`src/sv/agv_pkg.sv`:
```
// Package for the audio gain, gate and voice activity detector.
// Holds payload and config structs, register indexes, FSM states and constants.
// No dependencies.
package agv_pkg;

	localparam int MAX_CHUNK     = 1024;
	localparam int LEVEL_HISTORY = 10;
	localparam int GATE_LIMIT    = 328;
	localparam int DIV_STEPS     = 41;
	localparam int SQRT_STEPS    = 16;

	typedef enum logic [1:0] {
		OP_SAMPLE = 2'd0,
		OP_TICK   = 2'd1,
		OP_START  = 2'd2,
		OP_END    = 2'd3
	} op_t;

	typedef enum logic [1:0] {
		EV_NONE  = 2'd0,
		EV_START = 2'd1,
		EV_END   = 2'd2
	} ev_t;

	typedef enum logic [1:0] {
		REG_GAIN      = 2'd0,
		REG_THRESHOLD = 2'd1,
		REG_GATE      = 2'd2,
		REG_HANGOVER  = 2'd3
	} reg_idx_t;

	typedef enum logic [2:0] {
		ST_IDLE,
		ST_EXEC,
		ST_ACC,
		ST_DIV,
		ST_SQRT_LOAD,
		ST_SQRT,
		ST_RING,
		ST_FINISH
	} state_t;

	typedef struct packed {
		logic [1:0]         operation;
		logic signed [15:0] sample_in;
		logic               last_in_chunk;
	} item_t;

	typedef struct packed {
		logic signed [15:0] processed_sample;
		logic               chunk_done;
		logic [15:0]        rms_val;
		logic [14:0]        peak_mag;
		logic               voice_on;
		logic [1:0]         event_code;
		logic [15:0]        segment_count;
		logic [31:0]        duration_ms;
	} result_t;

	typedef struct packed {
		logic [9:0]  gain_q8;
		logic [15:0] voice_thresh;
		logic        noise_gate_enable;
		logic [15:0] hangover_ticks;
	} cfg_t;

	typedef struct packed {
		logic load_in;
		logic exec;
		logic acc;
		logic div_step;
		logic sqrt_load;
		logic sqrt_step;
		logic ring;
		logic load_out;
	} cmd_t;

	typedef struct packed {
		logic is_sample;
		logic chunk_end;
		logic div_last;
		logic sqrt_last;
		logic out_free;
	} status_t;

endpackage

```
`src/sv/agv_ctrl.sv`:
```
// Controller FSM for the voice activity detector.
// Sequences decode, accumulate, divide, square root, ring update and output.
// Depends on agv_pkg.
module agv_ctrl (
	input  logic             clk,
	input  logic             arst_n,
	input  logic             item_valid,
	output logic             item_ready,
	input  agv_pkg::status_t status,
	output agv_pkg::cmd_t    cmd
);

	agv_pkg::state_t state_q, state_d;

	// hold state
	always_ff @(posedge clk or negedge arst_n) begin
		if (!arst_n) begin
			state_q <= agv_pkg::ST_IDLE;
		end else begin
			state_q <= state_d;
		end
	end

	// next state
	always_comb begin
		state_d = state_q;
		case (state_q)
			agv_pkg::ST_IDLE: begin
				if (item_valid) state_d = agv_pkg::ST_EXEC;
			end
			agv_pkg::ST_EXEC: begin
				state_d = status.is_sample ? agv_pkg::ST_ACC : agv_pkg::ST_FINISH;
			end
			agv_pkg::ST_ACC: begin
				state_d = status.chunk_end ? agv_pkg::ST_DIV : agv_pkg::ST_FINISH;
			end
			agv_pkg::ST_DIV: begin
				if (status.div_last) state_d = agv_pkg::ST_SQRT_LOAD;
			end
			agv_pkg::ST_SQRT_LOAD: begin
				state_d = agv_pkg::ST_SQRT;
			end
			agv_pkg::ST_SQRT: begin
				if (status.sqrt_last) state_d = agv_pkg::ST_RING;
			end
			agv_pkg::ST_RING: begin
				state_d = agv_pkg::ST_FINISH;
			end
			agv_pkg::ST_FINISH: begin
				if (status.out_free) state_d = agv_pkg::ST_IDLE;
			end
			default: begin
				state_d = agv_pkg::ST_IDLE;
			end
		endcase
	end

	// drive commands
	always_comb begin
		cmd        = '0;
		item_ready = 1'b0;
		case (state_q)
			agv_pkg::ST_IDLE: begin
				item_ready  = 1'b1;
				cmd.load_in = item_valid;
			end
			agv_pkg::ST_EXEC:      cmd.exec      = 1'b1;
			agv_pkg::ST_ACC:       cmd.acc       = 1'b1;
			agv_pkg::ST_DIV:       cmd.div_step  = 1'b1;
			agv_pkg::ST_SQRT_LOAD: cmd.sqrt_load = 1'b1;
			agv_pkg::ST_SQRT:      cmd.sqrt_step = 1'b1;
			agv_pkg::ST_RING:      cmd.ring      = 1'b1;
			agv_pkg::ST_FINISH:    cmd.load_out  = status.out_free;
			default: begin
				cmd = '0;
			end
		endcase
	end

endmodule

```
`src/sv/agv_dp.sv`:
```
// Datapath for the voice activity detector: gain and gate, chunk
// accumulation, bit-serial divider and square root, level ring, voice state.
// Depends on agv_pkg.
module agv_dp (
	input  logic             clk,
	input  logic             arst_n,
	input  agv_pkg::cmd_t    cmd,
	output agv_pkg::status_t status,
	input  agv_pkg::cfg_t    cfg,
	input  agv_pkg::item_t   item,
	output logic             result_valid,
	input  logic             result_ready,
	output agv_pkg::result_t result
);

	agv_pkg::item_t     in_q;
	logic signed [15:0] proc_q;
	logic               done_q;
	logic [15:0]        rms_q;
	logic [14:0]        peak_out_q;
	logic [1:0]         ev_q;

	logic [40:0] sum_q;
	logic [10:0] count_q;
	logic [14:0] peak_q;

	logic [40:0] dvd_q;
	logic [10:0] dvs_q;
	logic [10:0] rem_q;
	logic [5:0]  cnt_q;
	logic [30:0] sv_q;
	logic [31:0] sres_q;
	logic [31:0] sbit_q;

	logic [15:0] ring_q [agv_pkg::LEVEL_HISTORY];
	logic [3:0]  pos_q;
	logic [19:0] total_q;

	logic        voice_q;
	logic [15:0] hang_q;
	logic        hang_run_q;
	logic [31:0] time_q;
	logic [31:0] vstart_q;
	logic [31:0] sstart_q;
	logic [15:0] seg_q;
	logic        out_valid_q;

	// gain, truncate toward zero, saturate, gate
	logic signed [26:0] prod;
	logic signed [26:0] prod_adj;
	logic signed [18:0] qv;
	logic signed [15:0] gained;
	always_comb begin
		prod     = 27'(in_q.sample_in) * $signed({17'd0, cfg.gain_q8});
		prod_adj = prod + (prod[26] ? 27'sd255 : 27'sd0);
		qv       = 19'(prod_adj >>> 8);
		if (qv > 19'sd32767) gained = 16'sd32767;
		else if (qv < -19'sd32768) gained = -16'sd32768;
		else gained = qv[15:0];
		if (cfg.noise_gate_enable && gained > -16'(agv_pkg::GATE_LIMIT) &&
		    gained < 16'(agv_pkg::GATE_LIMIT)) gained = 16'sd0;
	end

	// magnitude and square of the processed sample
	logic [15:0] mag_raw;
	logic [14:0] mag;
	logic [31:0] sq;
	logic [14:0] peak_new;
	logic [40:0] sum_new;
	logic [11:0] count_new;
	always_comb begin
		mag_raw   = proc_q[15] ? 16'(-proc_q) : 16'(proc_q);
		mag       = mag_raw[15] ? 15'h7FFF : mag_raw[14:0];
		sq        = 32'(proc_q) * 32'(proc_q);
		peak_new  = (mag > peak_q) ? mag : peak_q;
		sum_new   = sum_q + 41'(sq);
		count_new = {1'b0, count_q} + 12'd1;
	end

	// one divider step
	logic [11:0] dshift;
	logic        dfit;
	assign dshift = {rem_q, dvd_q[40]};
	assign dfit   = dshift >= {1'b0, dvs_q};

	// one square root step
	logic [31:0] strial;
	logic        sfit;
	assign strial = sres_q + sbit_q;
	assign sfit   = {1'b0, sv_q} >= strial;

	// ring update and detection
	logic [15:0] rms_new;
	logic [19:0] total_new;
	logic        detect;
	always_comb begin
		rms_new   = sres_q[15:0];
		total_new = total_q - 20'(ring_q[pos_q]) + 20'(rms_new);
		detect    = (rms_new > cfg.voice_thresh) &&
		            (24'(rms_new) * 24'(2 * agv_pkg::LEVEL_HISTORY) > 24'(total_new) * 24'd3);
	end

	logic [31:0] time_inc;
	assign time_inc = time_q + 32'd1;

	assign status.is_sample = in_q.operation == agv_pkg::OP_SAMPLE;
	assign status.chunk_end = in_q.last_in_chunk || (count_new >= 12'(agv_pkg::MAX_CHUNK));
	assign status.div_last  = cnt_q == 6'(agv_pkg::DIV_STEPS - 1);
	assign status.sqrt_last = cnt_q == 6'(agv_pkg::SQRT_STEPS - 1);
	assign status.out_free  = !out_valid_q || result_ready;

	// capture the request and per-item result fields
	always_ff @(posedge clk) begin
		if (cmd.load_in) in_q <= item;
		if (cmd.exec) begin
			proc_q     <= status.is_sample ? gained : 16'sd0;
			done_q     <= 1'b0;
			rms_q      <= 16'd0;
			peak_out_q <= 15'd0;
		end
		if (cmd.acc && status.chunk_end) begin
			peak_out_q <= peak_new;
			done_q     <= 1'b1;
			dvd_q      <= sum_new;
			dvs_q      <= count_new[10:0];
			rem_q      <= 11'd0;
		end
		if (cmd.div_step) begin
			rem_q <= dfit ? 11'(dshift - {1'b0, dvs_q}) : dshift[10:0];
			dvd_q <= {dvd_q[39:0], dfit};
		end
		if (cmd.sqrt_load) begin
			sv_q   <= dvd_q[30:0];
			sres_q <= 32'd0;
			sbit_q <= 32'd1 << 30;
		end
		if (cmd.sqrt_step) begin
			if (sfit) begin
				sv_q   <= sv_q - strial[30:0];
				sres_q <= (sres_q >> 1) + sbit_q;
			end else begin
				sres_q <= sres_q >> 1;
			end
			sbit_q <= sbit_q >> 2;
		end
		if (cmd.ring) rms_q <= rms_new;
	end

	// advance the step counter
	always_ff @(posedge clk or negedge arst_n) begin
		if (!arst_n) begin
			cnt_q <= '0;
		end else if ((cmd.acc && status.chunk_end) || cmd.sqrt_load) begin
			cnt_q <= '0;
		end else if (cmd.div_step || cmd.sqrt_step) begin
			cnt_q <= cnt_q + 6'd1;
		end
	end

	// chunk accumulators, ring and voice state
	always_ff @(posedge clk or negedge arst_n) begin
		if (!arst_n) begin
			sum_q      <= '0;
			count_q    <= '0;
			peak_q     <= '0;
			ring_q     <= '{default: '0};
			pos_q      <= '0;
			total_q    <= '0;
			voice_q    <= 1'b0;
			hang_q     <= '0;
			hang_run_q <= 1'b0;
			time_q     <= '0;
			vstart_q   <= '0;
			sstart_q   <= '0;
			seg_q      <= '0;
			ev_q       <= agv_pkg::EV_NONE;
		end else begin
			if (cmd.exec) begin
				ev_q <= agv_pkg::EV_NONE;
				case (in_q.operation)
					agv_pkg::OP_TICK: begin
						time_q <= time_inc;
						if (hang_run_q) begin
							if (hang_q <= 16'd1) begin
								hang_q     <= '0;
								hang_run_q <= 1'b0;
								if (voice_q) begin
									voice_q  <= 1'b0;
									sstart_q <= time_inc;
									ev_q     <= agv_pkg::EV_END;
								end
							end else begin
								hang_q <= hang_q - 16'd1;
							end
						end
					end
					agv_pkg::OP_START: begin
						if (!voice_q) begin
							voice_q  <= 1'b1;
							vstart_q <= time_q;
							seg_q    <= seg_q + 16'd1;
							ev_q     <= agv_pkg::EV_START;
						end
					end
					agv_pkg::OP_END: begin
						if (voice_q) begin
							voice_q  <= 1'b0;
							sstart_q <= time_q;
							ev_q     <= agv_pkg::EV_END;
						end
					end
					default: begin
						ev_q <= agv_pkg::EV_NONE;
					end
				endcase
			end
			if (cmd.acc) begin
				if (status.chunk_end) begin
					sum_q   <= '0;
					count_q <= '0;
					peak_q  <= '0;
				end else begin
					sum_q   <= sum_new;
					count_q <= count_new[10:0];
					peak_q  <= peak_new;
				end
			end
			if (cmd.ring) begin
				ring_q[pos_q] <= rms_new;
				total_q       <= total_new;
				pos_q         <= (pos_q >= 4'(agv_pkg::LEVEL_HISTORY - 1)) ? 4'd0 : pos_q + 4'd1;
				if (detect && !voice_q) begin
					voice_q  <= 1'b1;
					vstart_q <= time_q;
					seg_q    <= seg_q + 16'd1;
					ev_q     <= agv_pkg::EV_START;
				end else if (!detect && voice_q) begin
					hang_q     <= cfg.hangover_ticks;
					hang_run_q <= 1'b1;
				end
			end
		end
	end

	// hold the result until the receiver takes it
	always_ff @(posedge clk or negedge arst_n) begin
		if (!arst_n) begin
			out_valid_q <= 1'b0;
		end else if (cmd.load_out) begin
			out_valid_q <= 1'b1;
		end else if (result_ready) begin
			out_valid_q <= 1'b0;
		end
	end

	always_ff @(posedge clk) begin
		if (cmd.load_out) begin
			result.processed_sample <= proc_q;
			result.chunk_done       <= done_q;
			result.rms_val          <= rms_q;
			result.peak_mag         <= peak_out_q;
			result.voice_on         <= voice_q;
			result.event_code       <= ev_q;
			result.segment_count    <= seg_q;
			result.duration_ms      <= voice_q ? time_q - vstart_q : time_q - sstart_q;
		end
	end

	assign result_valid = out_valid_q;

endmodule

```
`src/sv/audio_gain_gate_vad.sv`:
```
// Top level of the audio gain, gate and voice activity detector.
// Holds the APB register file and joins agv_ctrl with agv_dp.
// Depends on agv_pkg, agv_ctrl and agv_dp.
//
// Usage: requests enter on item (valid/ready), one result per request leaves
// on result (valid/ready). A request is a sample, a millisecond tick, a
// forced voice start or a forced voice end. The user must see that
// configuration is written over the APB port only while the block is idle;
// the block itself does not enforce this. pready is always high. The block
// handles one request at a time. A tick or force goes from accept through
// the exec and finish steps to result valid; a sample that does not end a
// chunk also passes the accumulate step. A sample that ends a chunk adds
// the bit-serial divider, the square root load and steps and the level ring.
// The next request is taken once the previous result sits in the output
// register, even if the receiver has not yet taken it; a stalled receiver
// holds the block in its finish step until the output register frees.
// Reset clears all chunk, ring and voice state and loads register defaults.
module audio_gain_gate_vad (
	input  logic             clk,
	input  logic             arst_n,
	input  logic             item_valid,
	output logic             item_ready,
	input  agv_pkg::item_t   item,
	output logic             result_valid,
	input  logic             result_ready,
	output agv_pkg::result_t result,
	input  logic             psel,
	input  logic             penable,
	input  logic             pwrite,
	input  logic [3:0]       paddr,
	input  logic [31:0]      pwdata,
	output logic [31:0]      prdata,
	output logic             pready
);

	agv_pkg::cfg_t    cfg_q;
	agv_pkg::cmd_t    cmd;
	agv_pkg::status_t status;
	agv_pkg::reg_idx_t ridx;

	assign pready = 1'b1;
	assign ridx   = agv_pkg::reg_idx_t'(paddr[3:2]);

	// register writes
	always_ff @(posedge clk or negedge arst_n) begin
		if (!arst_n) begin
			cfg_q.gain_q8           <= 10'd256;
			cfg_q.voice_thresh      <= 16'd655;
			cfg_q.noise_gate_enable <= 1'b0;
			cfg_q.hangover_ticks    <= 16'd500;
		end else if (psel && penable && pwrite) begin
			case (ridx)
				agv_pkg::REG_GAIN:      cfg_q.gain_q8           <= pwdata[9:0];
				agv_pkg::REG_THRESHOLD: cfg_q.voice_thresh      <= pwdata[15:0];
				agv_pkg::REG_GATE:      cfg_q.noise_gate_enable <= pwdata[0];
				agv_pkg::REG_HANGOVER:  cfg_q.hangover_ticks    <= pwdata[15:0];
				default: begin
					cfg_q <= cfg_q;
				end
			endcase
		end
	end

	// register reads
	always_comb begin
		case (ridx)
			agv_pkg::REG_GAIN:      prdata = {22'd0, cfg_q.gain_q8};
			agv_pkg::REG_THRESHOLD: prdata = {16'd0, cfg_q.voice_thresh};
			agv_pkg::REG_GATE:      prdata = {31'd0, cfg_q.noise_gate_enable};
			agv_pkg::REG_HANGOVER:  prdata = {16'd0, cfg_q.hangover_ticks};
			default:                prdata = 32'd0;
		endcase
	end

	agv_ctrl u_ctrl (
		.clk        (clk),
		.arst_n     (arst_n),
		.item_valid (item_valid),
		.item_ready (item_ready),
		.status     (status),
		.cmd        (cmd)
	);

	agv_dp u_dp (
		.clk          (clk),
		.arst_n       (arst_n),
		.cmd          (cmd),
		.status       (status),
		.cfg          (cfg_q),
		.item         (item),
		.result_valid (result_valid),
		.result_ready (result_ready),
		.result       (result)
	);

`ifndef SYNTHESIS
	a_metrics_zero: assert property (@(posedge clk) disable iff (!arst_n)
		result_valid && !result.chunk_done |->
		result.rms_val == 16'd0 && result.peak_mag == 15'd0)
		else $error("chunk metrics set without chunk end");
	a_start_active: assert property (@(posedge clk) disable iff (!arst_n)
		result_valid && result.event_code == agv_pkg::EV_START |-> result.voice_on)
		else $error("voice start event while inactive");
	a_end_quiet: assert property (@(posedge clk) disable iff (!arst_n)
		result_valid && result.event_code == agv_pkg::EV_END |-> !result.voice_on)
		else $error("voice end event while active");
	a_hold_out: assert property (@(posedge clk) disable iff (!arst_n)
		result_valid && !result_ready |=> result_valid && $stable(result))
		else $error("stalled result changed");
`endif

endmodule

```
`config.mk`:
```
export PLATFORM = sky130hd
export DESIGN_NAME = audio_gain_gate_vad
export DESIGN_NICKNAME = d
export VERILOG_FILES = /design/src/sv/agv_pkg.sv /design/src/sv/agv_ctrl.sv /design/src/sv/agv_dp.sv /design/src/sv/audio_gain_gate_vad.sv
export SDC_FILE = /design/constraint.sdc
export NUM_CORES = 2
export LEC_CHECK = 0
export BUFFER_PORTS_ARGS = -buffer_cell sky130_fd_sc_hd__buf_2
export CORE_MARGIN = 5
export CORE_UTILIZATION = 29
export CTS_CLUSTER_SIZE = 24
export DETAILED_ROUTE_END_ITERATION = 8
export SYNTH_ARGS = -nofsm -noshare
export SYNTH_HDL_FRONTEND = slang
export SYNTH_SLANG_ARGS = --single-unit
```
`constraint.sdc`:
```
create_clock -name clk -period 9.65 [get_ports clk]
set_clock_uncertainty 0.05 [all_clocks]
set_input_delay 0.4825 -clock clk [delete_from_list [all_inputs] [get_ports clk]]
set_output_delay 0.4825 -clock clk [all_outputs]
set_load 0.005 [all_outputs]
```
# ---- Word level (Yosys, flattened, before mapping)
# Cells that the tools add are included.
dict set report word_totals {
  elab_cells 244
  out_inout_bits 134
  in_bits 62
  ff_bits 744
}
dict set report classes {
  eq_ne 23
  bitwise_logic 2
  n_mul 4
  n_reduce_logical 34
  mux 98
  n_addsub 17
  n_lt_le_gt_ge 14
}
# op count
set ops {}
lappend ops {{$mux W32} 13}
lappend ops {{$mux W16} 20}
lappend ops {{$bwmux W160} 1}
lappend ops {{$pmux W32 S4} 1}
lappend ops {{$mux W41} 3}
lappend ops {{$mux W31} 3}
lappend ops {{$mux W15} 5}
lappend ops {{$bmux W16 S4} 1}
lappend ops {{$demux W16 S4} 1}
lappend ops {{$pmux W32 S2} 1}
lappend ops {{$sub A32 B32 Y32} 2}
lappend ops {{$mux W29} 2}
lappend ops {{$mux W11} 4}
lappend ops {{$add A41 B32 Y41} 1}
lappend ops {{$add A31 B31 Y32} 1}
lappend ops {{$add A32 B1 Y32 const B} 1}
lappend ops {{$add A32 B31 Y32} 1}
lappend ops {{$ge A31 B32 Y1} 1}
lappend ops {{$mul A16 B16 Y32} 1}
lappend ops {{$sub A31 B31 Y31} 1}
lappend ops {{$add A27 B27 Y27} 1}
lappend ops {{$mul A16 B11 Y27} 1}
lappend ops {{$mux W1} 24}
lappend ops {{$pmux W3 S8} 1}
lappend ops {{other kinds (52)} 101}

# ---- Depth between registers and ports, before layout
dict set report depth {
  depth_word 14
  mapped_depth 39
  depth_no_buf 35
}

# ---- Hierarchy
# From an unflattened synthesis, not the netlist that was laid out.
dict set report hier_totals {
  cells_unflattened 5845
  hier_area_um2 58307.2
}
# mod area_per_inst_um2 n_inst seq_area_each_um2 cells_per_inst
set by_module_without_submodules {}
lappend by_module_without_submodules {agv_dp 55856.1 1 18677.9 5648}
lappend by_module_without_submodules {audio_gain_gate_vad 2168.3 1 1092.3 162}
lappend by_module_without_submodules {agv_ctrl 282.8 1 75.1 35}

# ---- Worst setup path after synthesis
# No wires, ideal clock.
dict set report synth_timing {
  kind {reg2reg}
  startpoint {register cfg_q[40] (netlist name)}
  endpoint {register u_dp.proc_q[1], data pin}
  synth_period_minus_slack_ns 8.668
  path_buffers 2
  setup_ns 0.285
  required_ns 9.315
  path_stages_with_launch 35
  setup_slack_ns 0.982
  arrival_ns 8.333
  cell_sequence {dfrtp_1 -> clkbuf_1 -> clkbuf_1 -> nand2_1 -> fa_1 -> inv_1 -> fa_1 -> fa_1 -> fa_1 -> inv_1 -> fa_1 -> inv_1 -> ha_1 -> a21o_1 -> a31oi_1 -> and2b_1 -> a211oi_2 -> o31a_1 -> o21ai_1 -> and2_1 -> inv_1 -> ha_1 -> nand3_1 -> nand3_1 -> a221o_1 -> nand4_1 -> nor4_2 -> nand3_1 -> nor3_2 -> and4_4 -> a31oi_1 -> nand2_1 -> o2111ai_1 -> nor3_2 -> a2111oi_1}
}
dict set report synth_via {
  elab_chain_cells 10
  elab_cells_between_ends 12
  cone_classes {add/sub (1); mul (1); order compare (4); mux (3); reduce/logical (3)}
}
# element line
set synth_lines {}
lappend synth_lines {{start, declared} audio_gain_gate_vad.sv:36} ;# agv_pkg::cfg_t cfg_q;
lappend synth_lines {{start signal, assigned} audio_gain_gate_vad.sv:58} ;# cfg_q <= cfg_q;
lappend synth_lines {{$mul A16 B11 Y27 *} agv_dp.sv:54} ;# prod = 27'(in_q.sample_in) * $signed({17'd0, cfg.gain_q8});
lappend synth_lines {{$mux W8} agv_dp.sv:55} ;# prod_adj = prod + (prod[26] ? 27'sd255 : 27'sd0);
lappend synth_lines {{$add A27 B27 Y27 *} agv_dp.sv:55}
lappend synth_lines {{$lt A19 B16 Y1} agv_dp.sv:58} ;# else if (qv < -19'sd32768) gained = -16'sd32768;
lappend synth_lines {{$mux W16} agv_dp.sv:58}
lappend synth_lines {{$mux W16 *} agv_dp.sv:57} ;# if (qv > 19'sd32767) gained = 16'sd32767;
lappend synth_lines {{$gt A16 B10 Y1} agv_dp.sv:60} ;# if (cfg.noise_gate_enable && gained > -16'(agv_pkg::GATE_LIMIT) &&
lappend synth_lines {{$logic_and A1 B1 Y1 (2 in series)} agv_dp.sv:60}
lappend synth_lines {{$reduce_or A2 Y1 (no line)} -}
lappend synth_lines {{end signal, assigned} agv_dp.sv:116} ;# proc_q <= status.is_sample ? gained : 16'sd0;
lappend synth_lines {{end, declared} agv_dp.sv:17} ;# logic signed [15:0] proc_q;
# Mark *: on every way between the ends. The rest lies on a longest branch, timed or not.
# A chain may end at the register's enable or synchronous reset.

# ---- Worst setup path in the final report
dict set report layout_timing {
  startpoint {register cfg_q[37] (netlist name)}
  endpoint {register u_dp.proc_q[1], data pin}
}
# Same word-level chain as after synthesis.

==> results.py <==
metrics = {
    "run_status": {
        "status": "finished clean",
    },
    "clock_network": {
        "cts_tree": "yes",
        "cts_buffers": 81,
        "cts_max_level": 3,
        "cts_sinks": 744,
        "cts_buffer_depth": 3,
        "clk-insertion-delay-late_ps": 720,
        "cts-root-buf": "clkbuf_16",
        "cts.reportedPaths.clkPinSlew_ps": 60,
    },
    "final_layout": {
        "syn_to_final_growth_pct": 13.1,
        "finish.instance_area_mm2": 0.0648,
        "seqCellArea_mm2": 0.0199,
        "nets": 6857,
        "fill_cells": 20120,
        "multiInputGateArea_mm2": 0.0342,
        "drive_gt1_share_pct": 11.3,
    },
    "worst_hold_path": {
        "hold_class": "primary input to flop",
        "holdPathStages": 1,
    },
    "synth": {
        "ys_ff_latch": 744,
        "seq_area_frac_synth_pct": 34.6,
        "syn_area_mm2": 0.0573,
        "netlist.area_leader.share_pct": 18.5,
        "ys_types": 99,
        "synth.avg_cell_area_um2": 9.90,
        "yosysTopAreaCell": "dfrtp_1",
        "yosysWarnings": 0,
        "async_flop_share_pct": 58.6,
        "yosys.area_share.simple_pct": 12.9,
        "synthTopCellsByCount": "689 x nand2_1, 646 x inv_1, 423 x dfrtp_1",
        "synthAdderAreaFrac_pct": 23.4,
        "synthesis.instances": 5793,
        "synthMostInstantiatedCell": "nand2_1",
        "synth_xor_area_share_pct": 5.85,
        "synth_compound_area_share_pct": 11.4,
        "synth_mux_area_share_pct": 5.83,
        "synth_edf_count": 275,
        "synth_flop_cell": "dfrtp_1",
        "synth.area.top_cells": "dfrtp_1 18%, edfxtp_1 14%, fa_1 14%",
        "synth_top_family_by_area": "adder cells",
    },
    "detailed_routing": {
        "first_pass_iters": 5,
        "vias": 41509,
        "routedWlPerCell_um": 17.0,
        "wl_um": 147000,
        "drtIter0Drc": 2626,
        "final_antenna_net_count": 0,
        "vias_per_cell": 4.78,
        "drcViolationCount": 0,
    },
    "global_routing": {
        "track_usage_pct": 14.3,
        "grt_pass1_vias": 42817,
        "grt_start_max_net_pins": 83,
        "grt-ovfl-total": 0,
        "grt_antenna_before_repair": 8,
        "grt_pass1_wl_um": 237000,
    },
    "critical_path": {
        "worstPathArrival_ps": 9580,
        "cpPeakStageDelay_ps": 550,
        "reg2reg_depth": 35,
        "critPathLaunchType": "flop",
        "crit_slowest_cell": "fa_1",
        "crit_type": "flop to flop",
        "cp-end-kind": "flop",
        "critPathRequiredTime_ps": 10070,
        "crit_path_max_fanout": 15,
    },
    "sta": {
        "fmax_mhz": 109,
        "min_period_ps": 9170,
        "finalMaxSlewViolations": 0,
        "hold_violations": 0,
        "tightest_slew_ps": 1250,
        "finalCritPeriodShare_pct": 95.0,
        "setup_viol": 0,
        "relSlewSlack_pct": 16.5,
    },
    "die": {
        "rows": 163,
        "pin_count": 196,
        "die-area_mm2": 0.207,
        "die_y_um": 455,
        "fp.dieW_um": 455,
        "start_util_pct": 29.1,
        "core-area_mm2": 0.197,
    },
    "place": {
        "place_area_mm2": 0.0615,
        "gp_congestion": 0.880,
        "hpwl_um": 113000,
        "portBuffers": 160,
    },
    "job": {
        "cap_violations": 0,
    },
}
layout by cell type (no fill, tap or decap), drive strengths merged, types with 15 or more instances in the layout:
| master | n |
|---|---|
| dlygate4sd3 | 34 |
| clkbuf | 103 |
| conb | 17 |
| a21o | 72 |
| xor2 | 155 |
| a311oi | 15 |
| a21oi | 227 |
| and2 | 122 |
| nand3 | 93 |
| a22o | 24 |
| o21ai | 375 |
| nand2b | 42 |
| nor2b | 48 |
| nand2 | 690 |
| inv | 648 |
| a31oi | 40 |
| or3 | 18 |
| buf | 289 |
| xnor2 | 227 |
| o21a | 36 |
| o31ai | 32 |
| dfxtp | 33 |
| nor3 | 74 |
| mux4 | 33 |
| o21bai | 30 |
| fa | 406 |
| edfxtp | 275 |
| clkinv | 38 |
| mux2 | 125 |
| dfrtp | 423 |
| o22ai | 22 |
| nor4 | 23 |
| nand4 | 38 |
| and3 | 57 |
| a31o | 19 |
| ha | 422 |
| a211oi | 33 |
| nor2 | 374 |
| mux2i | 119 |
state kept, by name, summed over array words and instances (netlist names), 32 cells and up:
| signal | flops |
|---|---|
| cfg_q | 43 |
| u_dp.dvd_q | 41 |
| u_dp.result | 99 |
| u_dp.ring_q | 160 |
| u_dp.sres_q | 32 |
| u_dp.sstart_q | 32 |
| u_dp.sum_q | 41 |
| u_dp.time_q | 32 |
| u_dp.vstart_q | 32 |
worst max-delay path, delay by kind of cell, from the launching register on:
kind,cells,cell delay (ps)
fa+ha+maj,7,3070
compound gates,9,2370
simple gates,12,2220
buf+inv,7,680
flops,1,520
kinds of logic (layout without fill, tap and decap cells):
kind of cell / after synthesis / count (layout)
compound gates: 1041 / 1041
other cells: 2 / 24
simple gates: 1619 / 1619
buf+inv: 900 / 1128
flops: 744 / 744
xor+xnor: 382 / 382
mux: 277 / 277
fa+ha+maj: 828 / 828
path summary, 6_finish.rpt:
| check | slack (ps) | end | start |
|---|---|---|---|
| hold reg to reg | 360 | u_dp.result[63] | u_dp.peak_out_q[12] |
| max in group asynchronous | 6940 | u_dp.pos_q[0] | arst_n |
| min in group asynchronous | 300 | u_dp.vstart_q[1] | arst_n |
| setup / recovery | 480 | u_dp.proc_q[1] | cfg_q[37] |
| hold / removal | 50 | u_dp.in_q[16] | item[16] |
| setup reg to reg | 480 | u_dp.proc_q[1] | cfg_q[37] |
per-stage QoR:
step / std cells / hold slack (ps) / util, % / setup WS, ps / TNS, ps
2_1_floorplan: 5808 / 137 / - / 982 / 0
3_3_place_gp: 8482 / 356 / 31.2 / 439 / 0
3_5_place_dp: 8482 / 355 / 31.2 / 303 / 0
4_1_cts: 8668 / 8.78 / 32.8 / 222 / 0
5_1_grt: 8678 / 12.9 / 32.9 / -2.27 / -2.27
6_report: 8683 / 47.6 / 32.9 / 483 / 0
layout make-up:
class	count	area share [%]
antenna	7	0.0270
inverter	653	3.78
clock buffer	103	3.40
sequential	744	30.6
clock inverter	49	1.05
tap	2640	5.10
multi-input combinational	4164	52.7
timing repair buffer	323	3.29
layer usage:
metal	part of all wire [%]	global-route usage [%]	up-vias
met1	44	18.2	20609
met5	0.0088	0	-
met2	48	24.6	779
li1	-	-	19921
met3	4.2	2.03	198
met4	3.8	5.46	2
repair_timing:
item	CTS	global route
hold buffers	34	0
hold endpoints to repair	134	0
gates resized for setup	0	8
buffers inserted	0	8
endpoints found under the setup margin	0	15
Power is not shown: default switching activity piles up to over one toggle a cycle in this logic, so the estimate is an artifact.
